==> src/rtl/mse_pkg.sv <==
// Shared types, constants and code tables for the Morse segment encoder.
// Used by the top, mse_front and mse_back; depends on nothing.
package mse_pkg;

  localparam int DOT_W     = 17;
  localparam int RATIO_W   = 15;
  localparam int SAMPLES_W = 24;
  localparam int MAX_SYMS  = 6;
  localparam int NSYM_W    = 3;
  localparam int CFG_IDX_W = 3;
  localparam int CFG_DAT_W = 17;

  localparam logic [CFG_IDX_W-1:0] REG_CODE_TYPE   = 3'd0;
  localparam logic [CFG_IDX_W-1:0] REG_DOT_SAMPLES = 3'd1;
  localparam logic [CFG_IDX_W-1:0] REG_DASH        = 3'd2;
  localparam logic [CFG_IDX_W-1:0] REG_MARK_GAP    = 3'd3;
  localparam logic [CFG_IDX_W-1:0] REG_INNER_SPACE = 3'd4;
  localparam logic [CFG_IDX_W-1:0] REG_CHAR_SPACE  = 3'd5;
  localparam logic [CFG_IDX_W-1:0] REG_WORD_SPACE  = 3'd6;

  localparam logic [RATIO_W-1:0] DOT_RATIO = 15'd256;

  typedef enum logic [2:0] {
    SYM_DOT,
    SYM_DASH,
    SYM_SPC,
    SYM_LONG_L,
    SYM_LONG_ZERO
  } sym_t;

  typedef enum logic [1:0] {
    KIND_SILENCE = 2'd0,
    KIND_MARK    = 2'd1,
    KIND_GAP     = 2'd2
  } seg_kind_t;

  typedef struct packed {
    logic                 code_type;
    logic [DOT_W-1:0]     dot_samples;
    logic [RATIO_W-1:0]   dash_ratio;
    logic [RATIO_W-1:0]   mark_gap_ratio;
    logic [RATIO_W-1:0]   inner_space_ratio;
    logic [RATIO_W-1:0]   char_space_ratio;
    logic [RATIO_W-1:0]   word_space_ratio;
  } cfg_t;

  typedef struct packed {
    logic                  known;
    logic [NSYM_W-1:0]     nsym;
    sym_t [MAX_SYMS-1:0]   syms;
  } code_t;

  typedef struct packed {
    logic                  is_space;
    logic                  lead;
    logic [NSYM_W-1:0]     nsym;
    sym_t [MAX_SYMS-1:0]   syms;
  } job_t;

  typedef struct packed {
    seg_kind_t              kind;
    logic [SAMPLES_W-1:0]   samples;
    logic                   last;
  } seg_t;

  // Codes as up to six ASCII symbols, right-justified and zero-padded.
  localparam logic [47:0] AM_ALPHA [26] = '{
    ".-", "-...", ".. .", "-..", ".", ".-.", "--.", "....", "..", "-.-.",
    "-.-", "L", "--", "-.", ". .", ".....", "..-.", ". ..", "...", "-",
    "..-", "...-", ".--", ".-..", ".. ..", "... ."
  };
  localparam logic [47:0] AM_NUM [10] = '{
    "0", ".--.", "..-..", "...-.", "....-", "---", "......", "--..",
    "-....", "-..-"
  };
  localparam logic [47:0] IT_ALPHA [26] = '{
    ".-", "-...", "-.-.", "-..", ".", "..-.", "--.", "....", "..", ".---",
    "-.-", ".-..", "--", "-.", "---", ".--.", "--.-", ".-.", "...", "-",
    "..-", "...-", ".--", "-..-", "-.--", "--.."
  };
  localparam logic [47:0] IT_NUM [10] = '{
    "-----", ".----", "..---", "...--", "....-", ".....", "-....", "--...",
    "---..", "----."
  };

  function automatic sym_t to_sym(input logic [7:0] b);
    sym_t s;
    case (b)
      "-":     s = SYM_DASH;
      " ":     s = SYM_SPC;
      "L":     s = SYM_LONG_L;
      "0":     s = SYM_LONG_ZERO;
      default: s = SYM_DOT;
    endcase
    return s;
  endfunction

  function automatic code_t parse(input logic [47:0] str);
    code_t      c;
    logic [7:0] b;
    c = '0;
    for (int i = MAX_SYMS - 1; i >= 0; i--) begin
      b = str[8*i +: 8];
      if (b != 8'h00) begin
        c.syms[c.nsym] = to_sym(b);
        c.nsym         = c.nsym + 3'd1;
      end
    end
    return c;
  endfunction

  function automatic code_t lookup(input logic intl, input logic [7:0] ch);
    logic [47:0] str;
    logic        hit;
    code_t       c;
    str = '0;
    hit = 1'b1;
    if (!intl) begin
      if (ch inside {["A":"Z"]})      str = AM_ALPHA[5'(ch - "A")];
      else if (ch inside {["a":"z"]}) str = AM_ALPHA[5'(ch - "a")];
      else if (ch inside {["0":"9"]}) str = AM_NUM[4'(ch - "0")];
      else if (ch == ".")             str = "..--..";
      else if (ch == ",")             str = ".-.-";
      else if (ch == "?")             str = "-..-.";
      else                            hit = 1'b0;
    end else begin
      if (ch inside {["A":"Z"]})      str = IT_ALPHA[5'(ch - "A")];
      else if (ch inside {["0":"9"]}) str = IT_NUM[4'(ch - "0")];
      else if (ch == ".")             str = ".-.-.-";
      else if (ch == ",")             str = "--..--";
      else if (ch == "?")             str = "..--..";
      else                            hit = 1'b0;
    end
    c       = parse(str);
    c.known = hit;
    return c;
  endfunction

endpackage

==> src/rtl/morse_segment_encoder.sv <==
// Morse segment encoder: takes ASCII characters, gives timed key segments.
// Pushing a character: in_push with in_char_code and in_starts_message; the
// beat is taken when in_full is low. Segments come out of a queue: while
// out_empty is low the oldest segment is on out_segment_kind,
// out_segment_samples and out_last_segment, and out_pop takes it.
// Registers are written through cfg_we / cfg_index / cfg_data while idle;
// the user must keep to this, the block does not enforce it. With the back
// end idle, an accepted character passes the job queue, the job register,
// the A and B registers and the segment queue before its first segment is
// on the result ports. After a load the back end sends one segment per
// cycle while the queue has room; an unknown first character sends nothing.
// A two-entry job queue lets characters be accepted while the back end runs.
// When the receiver stalls, the four-entry segment queue fills, the sequencer
// holds, then the job queue fills and in_full rises. Nothing is dropped.
// Reset empties both queues and loads the default timing registers
// (American table, 533 samples per dot).
// Depends on mse_pkg, mse_fifo, mse_front and mse_back.
module morse_segment_encoder #(
  parameter int LONG_L_RATIO    = 1434,
  parameter int LONG_ZERO_RATIO = 2278
) (
  input  logic                             clk,
  input  logic                             rst_n,
  input  logic                             in_push,
  output logic                             in_full,
  input  logic [7:0]                       in_char_code,
  input  logic                             in_starts_message,
  output logic                             out_empty,
  input  logic                             out_pop,
  output logic [1:0]                       out_segment_kind,
  output logic [mse_pkg::SAMPLES_W-1:0]    out_segment_samples,
  output logic                             out_last_segment,
  input  logic                             cfg_we,
  input  logic [mse_pkg::CFG_IDX_W-1:0]    cfg_index,
  input  logic [mse_pkg::CFG_DAT_W-1:0]    cfg_data
);

  localparam int JQ_AW  = 1;
  localparam int OUT_AW = 2;

  mse_pkg::cfg_t  cfg_r;
  logic           job_push, job_pop, jq_empty, jq_full;
  mse_pkg::job_t  job_in, job_out;
  logic [JQ_AW:0] jq_count;
  logic           seg_push, oq_full;
  mse_pkg::seg_t  seg_in, seg_out;
  logic [OUT_AW:0] oq_count;

  always_ff @(posedge clk) begin
    if (!rst_n) begin
      cfg_r.code_type         <= 1'b0;
      cfg_r.dot_samples       <= 17'd533;
      cfg_r.dash_ratio        <= 15'd768;
      cfg_r.mark_gap_ratio    <= 15'd256;
      cfg_r.inner_space_ratio <= 15'd512;
      cfg_r.char_space_ratio  <= 15'd768;
      cfg_r.word_space_ratio  <= 15'd1792;
    end else if (cfg_we) begin
      case (cfg_index)
        mse_pkg::REG_CODE_TYPE:   cfg_r.code_type         <= cfg_data[0];
        mse_pkg::REG_DOT_SAMPLES: cfg_r.dot_samples       <= cfg_data;
        mse_pkg::REG_DASH:        cfg_r.dash_ratio        <= cfg_data[14:0];
        mse_pkg::REG_MARK_GAP:    cfg_r.mark_gap_ratio    <= cfg_data[14:0];
        mse_pkg::REG_INNER_SPACE: cfg_r.inner_space_ratio <= cfg_data[14:0];
        mse_pkg::REG_CHAR_SPACE:  cfg_r.char_space_ratio  <= cfg_data[14:0];
        mse_pkg::REG_WORD_SPACE:  cfg_r.word_space_ratio  <= cfg_data[14:0];
        default: ;
      endcase
    end
  end

  mse_front u_front (
    .in_push           (in_push),
    .in_char_code      (in_char_code),
    .in_starts_message (in_starts_message),
    .code_type         (cfg_r.code_type),
    .jq_full           (jq_full),
    .job_push          (job_push),
    .job               (job_in)
  );

  mse_fifo #(
    .WIDTH ($bits(mse_pkg::job_t)),
    .AW    (JQ_AW)
  ) u_job_q (
    .clk   (clk),
    .rst_n (rst_n),
    .push  (job_push),
    .din   (job_in),
    .pop   (job_pop),
    .dout  (job_out),
    .empty (jq_empty),
    .full  (jq_full),
    .count (jq_count)
  );

  mse_back #(
    .LONG_L_RATIO    (LONG_L_RATIO),
    .LONG_ZERO_RATIO (LONG_ZERO_RATIO),
    .OUT_AW          (OUT_AW)
  ) u_back (
    .clk       (clk),
    .rst_n     (rst_n),
    .cfg       (cfg_r),
    .job_valid (~jq_empty),
    .job       (job_out),
    .job_pop   (job_pop),
    .out_count (oq_count),
    .seg_push  (seg_push),
    .seg       (seg_in)
  );

  mse_fifo #(
    .WIDTH ($bits(mse_pkg::seg_t)),
    .AW    (OUT_AW)
  ) u_seg_q (
    .clk   (clk),
    .rst_n (rst_n),
    .push  (seg_push),
    .din   (seg_in),
    .pop   (out_pop),
    .dout  (seg_out),
    .empty (out_empty),
    .full  (oq_full),
    .count (oq_count)
  );

  assign in_full             = jq_full;
  assign out_segment_kind    = seg_out.kind;
  assign out_segment_samples = seg_out.samples;
  assign out_last_segment    = seg_out.last;

  // segment credit must keep the output queue from overflowing
  a_seg_room: assert property (@(posedge clk) disable iff (!rst_n)
    seg_push |-> !oq_full)
    else $error("segment beat pushed into a full queue");

  a_job_pop: assert property (@(posedge clk) disable iff (!rst_n)
    job_pop |-> (!jq_empty && jq_count != '0))
    else $error("job taken from an empty queue");

  a_job_room: assert property (@(posedge clk) disable iff (!rst_n)
    (jq_full && !job_pop) |=> !job_push)
    else $error("job pushed while the job queue stayed full");

endmodule

==> src/rtl/mse_fifo.sv <==
// Small first-word-fall-through queue in flip-flops.
// Used for the job queue and the segment queue; no package dependency.
module mse_fifo #(
  parameter int WIDTH = 8,
  parameter int AW    = 2
) (
  input  logic             clk,
  input  logic             rst_n,
  input  logic             push,
  input  logic [WIDTH-1:0] din,
  input  logic             pop,
  output logic [WIDTH-1:0] dout,
  output logic             empty,
  output logic             full,
  output logic [AW:0]      count
);

  localparam int DEPTH = 2 ** AW;

  logic [WIDTH-1:0] mem_r [DEPTH];
  logic [AW-1:0]    wp_r;
  logic [AW-1:0]    rp_r;
  logic [AW:0]      cnt_r;
  logic             do_push;
  logic             do_pop;

  assign empty   = (cnt_r == '0);
  assign full    = (cnt_r == (AW+1)'(DEPTH));
  assign count   = cnt_r;
  assign dout    = mem_r[rp_r];
  assign do_push = push & ~full;
  assign do_pop  = pop & ~empty;

  always_ff @(posedge clk) begin
    if (do_push) begin
      mem_r[wp_r] <= din;
    end
  end

  always_ff @(posedge clk) begin
    if (!rst_n) begin
      wp_r  <= '0;
      rp_r  <= '0;
      cnt_r <= '0;
    end else begin
      if (do_push) wp_r <= wp_r + 1'b1;
      if (do_pop)  rp_r <= rp_r + 1'b1;
      cnt_r <= cnt_r + (AW+1)'(do_push) - (AW+1)'(do_pop);
    end
  end

endmodule

==> src/rtl/mse_front.sv <==
// Front end: looks the character up and turns it into a job for the back end.
// Depends on mse_pkg (code tables, job_t).
module mse_front (
  input  logic              in_push,
  input  logic [7:0]        in_char_code,
  input  logic              in_starts_message,
  input  logic              code_type,
  input  logic              jq_full,
  output logic              job_push,
  output mse_pkg::job_t     job
);

  mse_pkg::code_t code;
  logic           has_segs;

  always_comb begin
    code         = mse_pkg::lookup(code_type, in_char_code);
    job.is_space = (in_char_code == " ");
    job.lead     = ~in_starts_message;
    job.nsym     = (job.is_space || !code.known) ? '0 : code.nsym;
    job.syms     = code.syms;
    // an unknown first character sends nothing
    has_segs     = job.is_space | job.lead | (job.nsym != '0);
  end

  assign job_push = in_push & ~jq_full & has_segs;

endmodule

==> src/rtl/mse_back.sv <==
// Back end: steps a job one segment per cycle while output has room, then
// scales the ratio by dot_samples. Depends on mse_pkg (cfg_t, job_t, seg_t).
module mse_back #(
  parameter int LONG_L_RATIO    = 1434,
  parameter int LONG_ZERO_RATIO = 2278,
  parameter int OUT_AW          = 2
) (
  input  logic              clk,
  input  logic              rst_n,
  input  mse_pkg::cfg_t     cfg,
  input  logic              job_valid,
  input  mse_pkg::job_t     job,
  output logic              job_pop,
  input  logic [OUT_AW:0]   out_count,
  output logic              seg_push,
  output mse_pkg::seg_t     seg
);

  localparam int OUT_DEPTH = 2 ** OUT_AW;

  typedef enum logic {ST_IDLE, ST_RUN} state_t;

  state_t                              state_r, state_nxt;
  mse_pkg::job_t                       job_r, job_nxt;
  logic                                lead_r, lead_nxt;
  logic [mse_pkg::NSYM_W-1:0]          idx_r, idx_nxt;
  logic                                phase_r, phase_nxt;

  logic                                a_vld_r, a_vld_nxt;
  mse_pkg::seg_kind_t                  a_kind_r, a_kind_nxt;
  logic [mse_pkg::RATIO_W-1:0]         a_ratio_r, a_ratio_nxt;
  logic                                a_last_r, a_last_nxt;

  logic                                b_vld_r;
  mse_pkg::seg_t                       b_seg_r;

  logic [OUT_AW+1:0]                   used;
  logic                                room;
  logic [mse_pkg::RATIO_W+1:0]         d_word, d_char, d_inner, sel;
  logic [mse_pkg::RATIO_W-1:0]         mark_ratio;
  logic                                last_sym;
  mse_pkg::sym_t                       sym;
  logic [mse_pkg::DOT_W+mse_pkg::RATIO_W-1:0] prod;

  // differences of three ratios stay within 17-bit two's complement
  assign d_word  = {2'b00, cfg.word_space_ratio} - {2'b00, cfg.char_space_ratio}
                 - {2'b00, cfg.mark_gap_ratio};
  assign d_char  = {2'b00, cfg.char_space_ratio} - {2'b00, cfg.mark_gap_ratio};
  assign d_inner = {2'b00, cfg.inner_space_ratio} - {2'b00, cfg.mark_gap_ratio};

  assign used = (OUT_AW+2)'(out_count) + (OUT_AW+2)'(a_vld_r) + (OUT_AW+2)'(b_vld_r);
  assign room = used < (OUT_AW+2)'(OUT_DEPTH);

  assign sym      = job_r.syms[idx_r];
  assign last_sym = (3'(idx_r + 3'd1) == job_r.nsym);

  always_comb begin
    case (sym)
      mse_pkg::SYM_DASH:      mark_ratio = cfg.dash_ratio;
      mse_pkg::SYM_LONG_L:    mark_ratio = mse_pkg::RATIO_W'(LONG_L_RATIO);
      mse_pkg::SYM_LONG_ZERO: mark_ratio = mse_pkg::RATIO_W'(LONG_ZERO_RATIO);
      default:                mark_ratio = mse_pkg::DOT_RATIO;
    endcase
  end

  always_comb begin
    state_nxt   = state_r;
    job_nxt     = job_r;
    lead_nxt    = lead_r;
    idx_nxt     = idx_r;
    phase_nxt   = phase_r;
    a_vld_nxt   = 1'b0;
    a_kind_nxt  = mse_pkg::KIND_SILENCE;
    a_last_nxt  = 1'b0;
    sel         = '0;
    job_pop     = 1'b0;
    case (state_r)
      ST_IDLE: begin
        if (job_valid) begin
          job_pop   = 1'b1;
          job_nxt   = job;
          lead_nxt  = job.lead;
          idx_nxt   = '0;
          phase_nxt = 1'b0;
          state_nxt = ST_RUN;
        end
      end
      ST_RUN: begin
        if (room) begin
          a_vld_nxt = 1'b1;
          if (job_r.is_space) begin
            sel        = d_word;
            a_last_nxt = 1'b1;
          end else if (lead_r) begin
            sel        = d_char;
            a_last_nxt = (job_r.nsym == '0);
            lead_nxt   = 1'b0;
          end else if (sym == mse_pkg::SYM_SPC) begin
            sel        = d_inner;
            a_last_nxt = last_sym;
            idx_nxt    = idx_r + 3'd1;
          end else if (!phase_r) begin
            a_kind_nxt = mse_pkg::KIND_MARK;
            sel        = {2'b00, mark_ratio};
            phase_nxt  = 1'b1;
          end else begin
            a_kind_nxt = mse_pkg::KIND_GAP;
            sel        = {2'b00, cfg.mark_gap_ratio};
            a_last_nxt = last_sym;
            phase_nxt  = 1'b0;
            idx_nxt    = idx_r + 3'd1;
          end
          if (a_last_nxt) state_nxt = ST_IDLE;
        end
      end
      default: state_nxt = ST_IDLE;
    endcase
    // negative ratios give zero length
    a_ratio_nxt = sel[mse_pkg::RATIO_W+1] ? '0 : sel[mse_pkg::RATIO_W-1:0];
  end

  always_ff @(posedge clk) begin
    if (!rst_n) begin
      state_r <= ST_IDLE;
      a_vld_r <= 1'b0;
      b_vld_r <= 1'b0;
    end else begin
      state_r <= state_nxt;
      a_vld_r <= a_vld_nxt;
      b_vld_r <= a_vld_r;
    end
  end

  always_ff @(posedge clk) begin
    job_r     <= job_nxt;
    lead_r    <= lead_nxt;
    idx_r     <= idx_nxt;
    phase_r   <= phase_nxt;
    a_kind_r  <= a_kind_nxt;
    a_ratio_r <= a_ratio_nxt;
    a_last_r  <= a_last_nxt;
  end

  // 17x15 product over 256 never exceeds 24 bits
  assign prod = cfg.dot_samples * a_ratio_r;

  always_ff @(posedge clk) begin
    b_seg_r.kind    <= a_kind_r;
    b_seg_r.samples <= prod[mse_pkg::SAMPLES_W+7:8];
    b_seg_r.last    <= a_last_r;
  end

  assign seg_push = b_vld_r;
  assign seg      = b_seg_r;

endmodule
==> config.mk <==
export PLATFORM = sky130hd
export DESIGN_NAME = morse_segment_encoder
export DESIGN_NICKNAME = d
export VERILOG_FILES = /design/src/rtl/mse_pkg.sv /design/src/rtl/morse_segment_encoder.sv /design/src/rtl/mse_fifo.sv /design/src/rtl/mse_front.sv /design/src/rtl/mse_back.sv
export SDC_FILE = /design/constraint.sdc
export NUM_CORES = 1
export LEC_CHECK = 0
export BUFFER_PORTS_ARGS = -buffer_cell sky130_fd_sc_hd__buf_2
export CAP_MARGIN = 20
export CORE_ASPECT_RATIO = 1.4
export CORE_UTILIZATION = 64
export CTS_BUF_LIST = sky130_fd_sc_hd__clkbuf_16
export CTS_CLUSTER_DIAMETER = 50
export CTS_CLUSTER_SIZE = 12
export DETAILED_ROUTE_END_ITERATION = 6
export HOLD_SLACK_MARGIN = 0.05
export PLACE_DENSITY = 0.77
export SYNTH_ARGS = -nofsm -noshare
export SYNTH_HDL_FRONTEND = slang
export SYNTH_SLANG_ARGS = --single-unit
==> constraint.sdc <==
create_clock -name clk -period 7.4 [get_ports clk]
set_input_delay 0.37 -clock clk [delete_from_list [all_inputs] [get_ports clk]]
set_output_delay 0.37 -clock clk [all_outputs]
set_load 0.005 [all_outputs]
==> flow_summary.toml <==
[timing]
timing.fmax_mhz = 143
final.period_utilization_pct = 94.7
finalSetupViolations = 0
hold_violations = 0
worst_clock_skew_ps = 24.5
tns_ps = 0
worst_pin_slew_ps = 1080
slew-limit-headroom_pct = 27.3
period_minus_slack_ps = 7010
rsz_0062_raised_after_global_routing = "false"
finalMaxSlewViolations = 0

[clocking]
clock_insertion_delay_worst_skew_ps = 540
clock_path_buffers = 3
cts.hold.buffers_added = 0
ctsRootBufferMaster = "clkbuf_16"
clkSlewWorstSetupHoldPaths_ps = 60
cts.repair_timing.setup_buffer_count = 0
htree_levels = 2
cts_tree = "built"
clock_sink_count = 336
cts_resized = 0
cts-buffers-inserted = 37

[yosys]
biggest_area_contributors_in_the_synthesized_netlist = "edfxtp_1, fa_1, dfxtp_1"
synth_top_cell_by_area = "edfxtp_1"
number_of_enable_type_register_cells_in_the_synthesized_netlist = 181
share_of_async_settable_or_async_resettable_flops_after_synthesis_pct = 0
synth_most_common_cell = "nand2_1"
synth_common_cells = "nand2_1, inv_1, fa_1, edfxtp_1, ha_1"
synthesized_net_count = 3035
synthDistinctLibCells = 90
syn_inst = 2624
ys_seq_area_share_pct = 33.5
ys_seq_elements = 336
synth_area_sq_um = 25500
avgSynthCellArea_sq_um = 9.71
synth_warnings = 0
synthFlopType = "edfxtp_1"
yosys.area.top_type_share_pct = 21.3

[layout]
layout_cell_share_with_drive_strength_beyond_1_pct = 9.61
post-route-cell-area_sq_um = 27600
final_non_filler_cell_total = 3212
diodes = 0
post-route-util_pct = 70.2
num-nets-final = 3069
area_growth_pct = 8.19
fillCellCount = 2980

[job]
timing.max_cap.violations = 0

[grt]
global_route.overflow_total = 0
grtUsageTotal_pct = 33.4
first_global_vias = 19900
grt_pass1_wl_mm = 105
pin_count_of_the_biggest_net_entering_global_routing = 83
initial_antenna_violation_count = 0

[setup_path]
critPathKind = "reg -> reg"
worst_path_most_repeated_cell = "fa_1"
timing.critical_path.from = "u_back.a_ratio_r[13]$_SDFF_PP0_"
worst_setup_path_start_kind = "flop"
crit_path_max_fanout = 17
reg2reg_from = "u_back.a_ratio_r[13]$_SDFF_PP0_"
crit_path_cell_trace = "nand2_1, fa_1, fa_1, inv_1, fa_1, fa_1, fa_1, inv_1, fa_1, inv_1, ha_1, a21o_1, a21o_1, a21o_1, a221oi_1, o211ai_1, a41oi_1, o211ai_1, nand2_1, o2111ai_1, a21oi_1, xnor2_1"
critical_path.endpoint_type = "flop"
worst-endpoint-required_ps = 7850
rr_worst_depth = 22
critical_path.slowest_cell = "dfxtp_1"
worstPathArrival_ps = 7460
cp_slowest_stage_delay_ps = 650

[power_and_ir_drop]
switching_share_pct = 36.8
p_clk_share_pct = 25.5
peakVddDrop_mv = 0.189
power.combinational.fraction_pct = 36.9
power_density_nw_per_um2 = 246
power_report.internal_total_mw = 4.28
total_switching_power_mw = 2.49
share_seq_of_total_power_pct = 37.5
leakage_power_summed_over_all_cells_nw = 11.8

[detailed_routing]
drtIter0Drc = 1490
detailedRoute.firstPassIterationCount = 6
route.detailed.wl_per_inst_um = 20.5
number_of_design_rule_violations_left_after_detail_routing = 0
routed_via_density = 6.08
postRouteAntennaNets = 0
drt-total-wl_mm = 65.9
vias = 19500

[place]
dp_hpwl_mm = 50.2
port_buffers = 62
place.gp.congestion = 0.966
place.detailed.instances = 3145
placed_area_sq_um = 26400

[min_path]
type_of_the_tightest_min_delay_check = "in -> reg"
min_delay_path_depth = 3
hp-start = "cfg_data[16]"

[floorplan]
io_pins = 63
die_height_um = 238
core_area_sq_um = 39300
floorplan.initialDensity_pct = 64.9
die_width_um = 171
die-area_sq_um = 40600
row_count = 86

[status]
outcome = "finished, final reports clean"
-- layout make-up --
class                      instances  area, sq um  share of cell area, %
clock inverter                    26          159                  0.577
inverter                         298         1120                   4.06
timing repair buffer             121          788                   2.86
tap                              528          661                   2.40
clock buffer                      39          976                   3.54
sequential                       336         8540                   31.0
multi-input combinational       1864        15300                   55.6
-- registers in the layout (all words and copies together), names as in the netlist, 3 cells and up, named ones only --
signal            cells
u_seg_q.mem_r       108
cfg_r                93
u_job_q.mem_r        46
u_back.seg           27
u_back.job_r         22
u_back.a_ratio_r     15
u_back.idx_r          3
u_seg_q.count         3
-- power groups by stage --
stage | Combinational, mW | Sequential [mW] | Clock (mW)
2_1_floorplan | 1.92 | 2.36 | 0
3_3_place_gp | 2.38 | 2.56 | 0
3_5_place_dp | 2.47 | 2.58 | 0
4_1_cts | 2.50 | 2.54 | 1.74
5_1_grt | 2.78 | 2.57 | 1.81
6_report | 2.50 | 2.54 | 1.73
-- per-stage QoR --
stage	setup slack (ps)	total power [mW]	hold WS (ps)
floorplan	671	4.27	310
global placement	600	4.94	350
detailed placement	409	5.05	354
CTS	402	6.78	77.5
global route	1.94	7.17	94.5
finish	390	6.77	83.3
-- worst max-delay path: cells and delay by family, from the launching register on --
kind / cells / cell delay (ps)
adders and majority gates: 7 / 3520
AOI/OAI and AO/OA: 9 / 2180
DFF: 1 / 650
and+or+nand+nor: 2 / 280
buffers and inverters: 3 / 160
xor gates and xnor gates: 1 / 130
-- metal layers --
layer / part of all wire (%) / vias to the layer above / GRT usage (%)
li1: - / 8987 / -
met1: 36 / 9583 / 38.5
met2: 53 / 753 / 60.2
met3: 5.6 / 196 / 3.48
met4: 5.7 / 0 / 18.4
met5: 0 / - / 0
-- final timing paths --
check                            to  slack, ps
max          u_back.seg[24]$_DFF_P_        390
min          cfg_r[91]$_SDFFE_PN0P_         80
max reg2reg  u_back.seg[24]$_DFF_P_        390
min reg2reg   u_back.seg[0]$_DFF_P_        360
-- layout by cell type, fill, tap and decap left out, types with 11 or more instances in the layout --
cell / netlist / layout
nor3_1: 41 / 41
xor2_1: 28 / 28
a31oi_1: 14 / 14
nand2b_1: 25 / 25
o211ai_1: 20 / 20
ha_1: 179 / 179
and2_1: 152 / 152
edfxtp_1: 181 / 181
a21o_1: 30 / 30
mux2i_1: 28 / 28
a21oi_1: 169 / 169
fa_1: 198 / 198
buf_4: 3 / 54
inv_1: 296 / 310
xnor2_1: 49 / 49
o22ai_1: 12 / 12
o21a_1: 11 / 11
a221oi_1: 15 / 15
a21boi_0: 14 / 14
o21ai_0: 72 / 72
clkbuf_16: 0 / 39
and3_1: 12 / 12
buf_2: 15 / 62
a211oi_1: 25 / 25
nand3_1: 46 / 46
mux2_2: 29 / 29
nor2b_1: 28 / 27
mux4_2: 30 / 30
nor2_1: 117 / 116
nand2_1: 381 / 381
dfxtp_1: 155 / 154
-- logic make-up (layout without fill, tap and decap cells) --
group	Yosys count	in the layout	share of synthesized area (%)
AO/OA/AOI/OAI	461	461	11.7
AND/OR/NAND/NOR	856	856	16.0
flip-flops	336	336	33.5
adder cells (fa/ha/maj)	378	378	24.4
multiplexers	87	87	5.03
XOR/XNOR	82	82	3.02
buffers and inverters	424	484	6.37
Power figures use the tool's default switching activity.
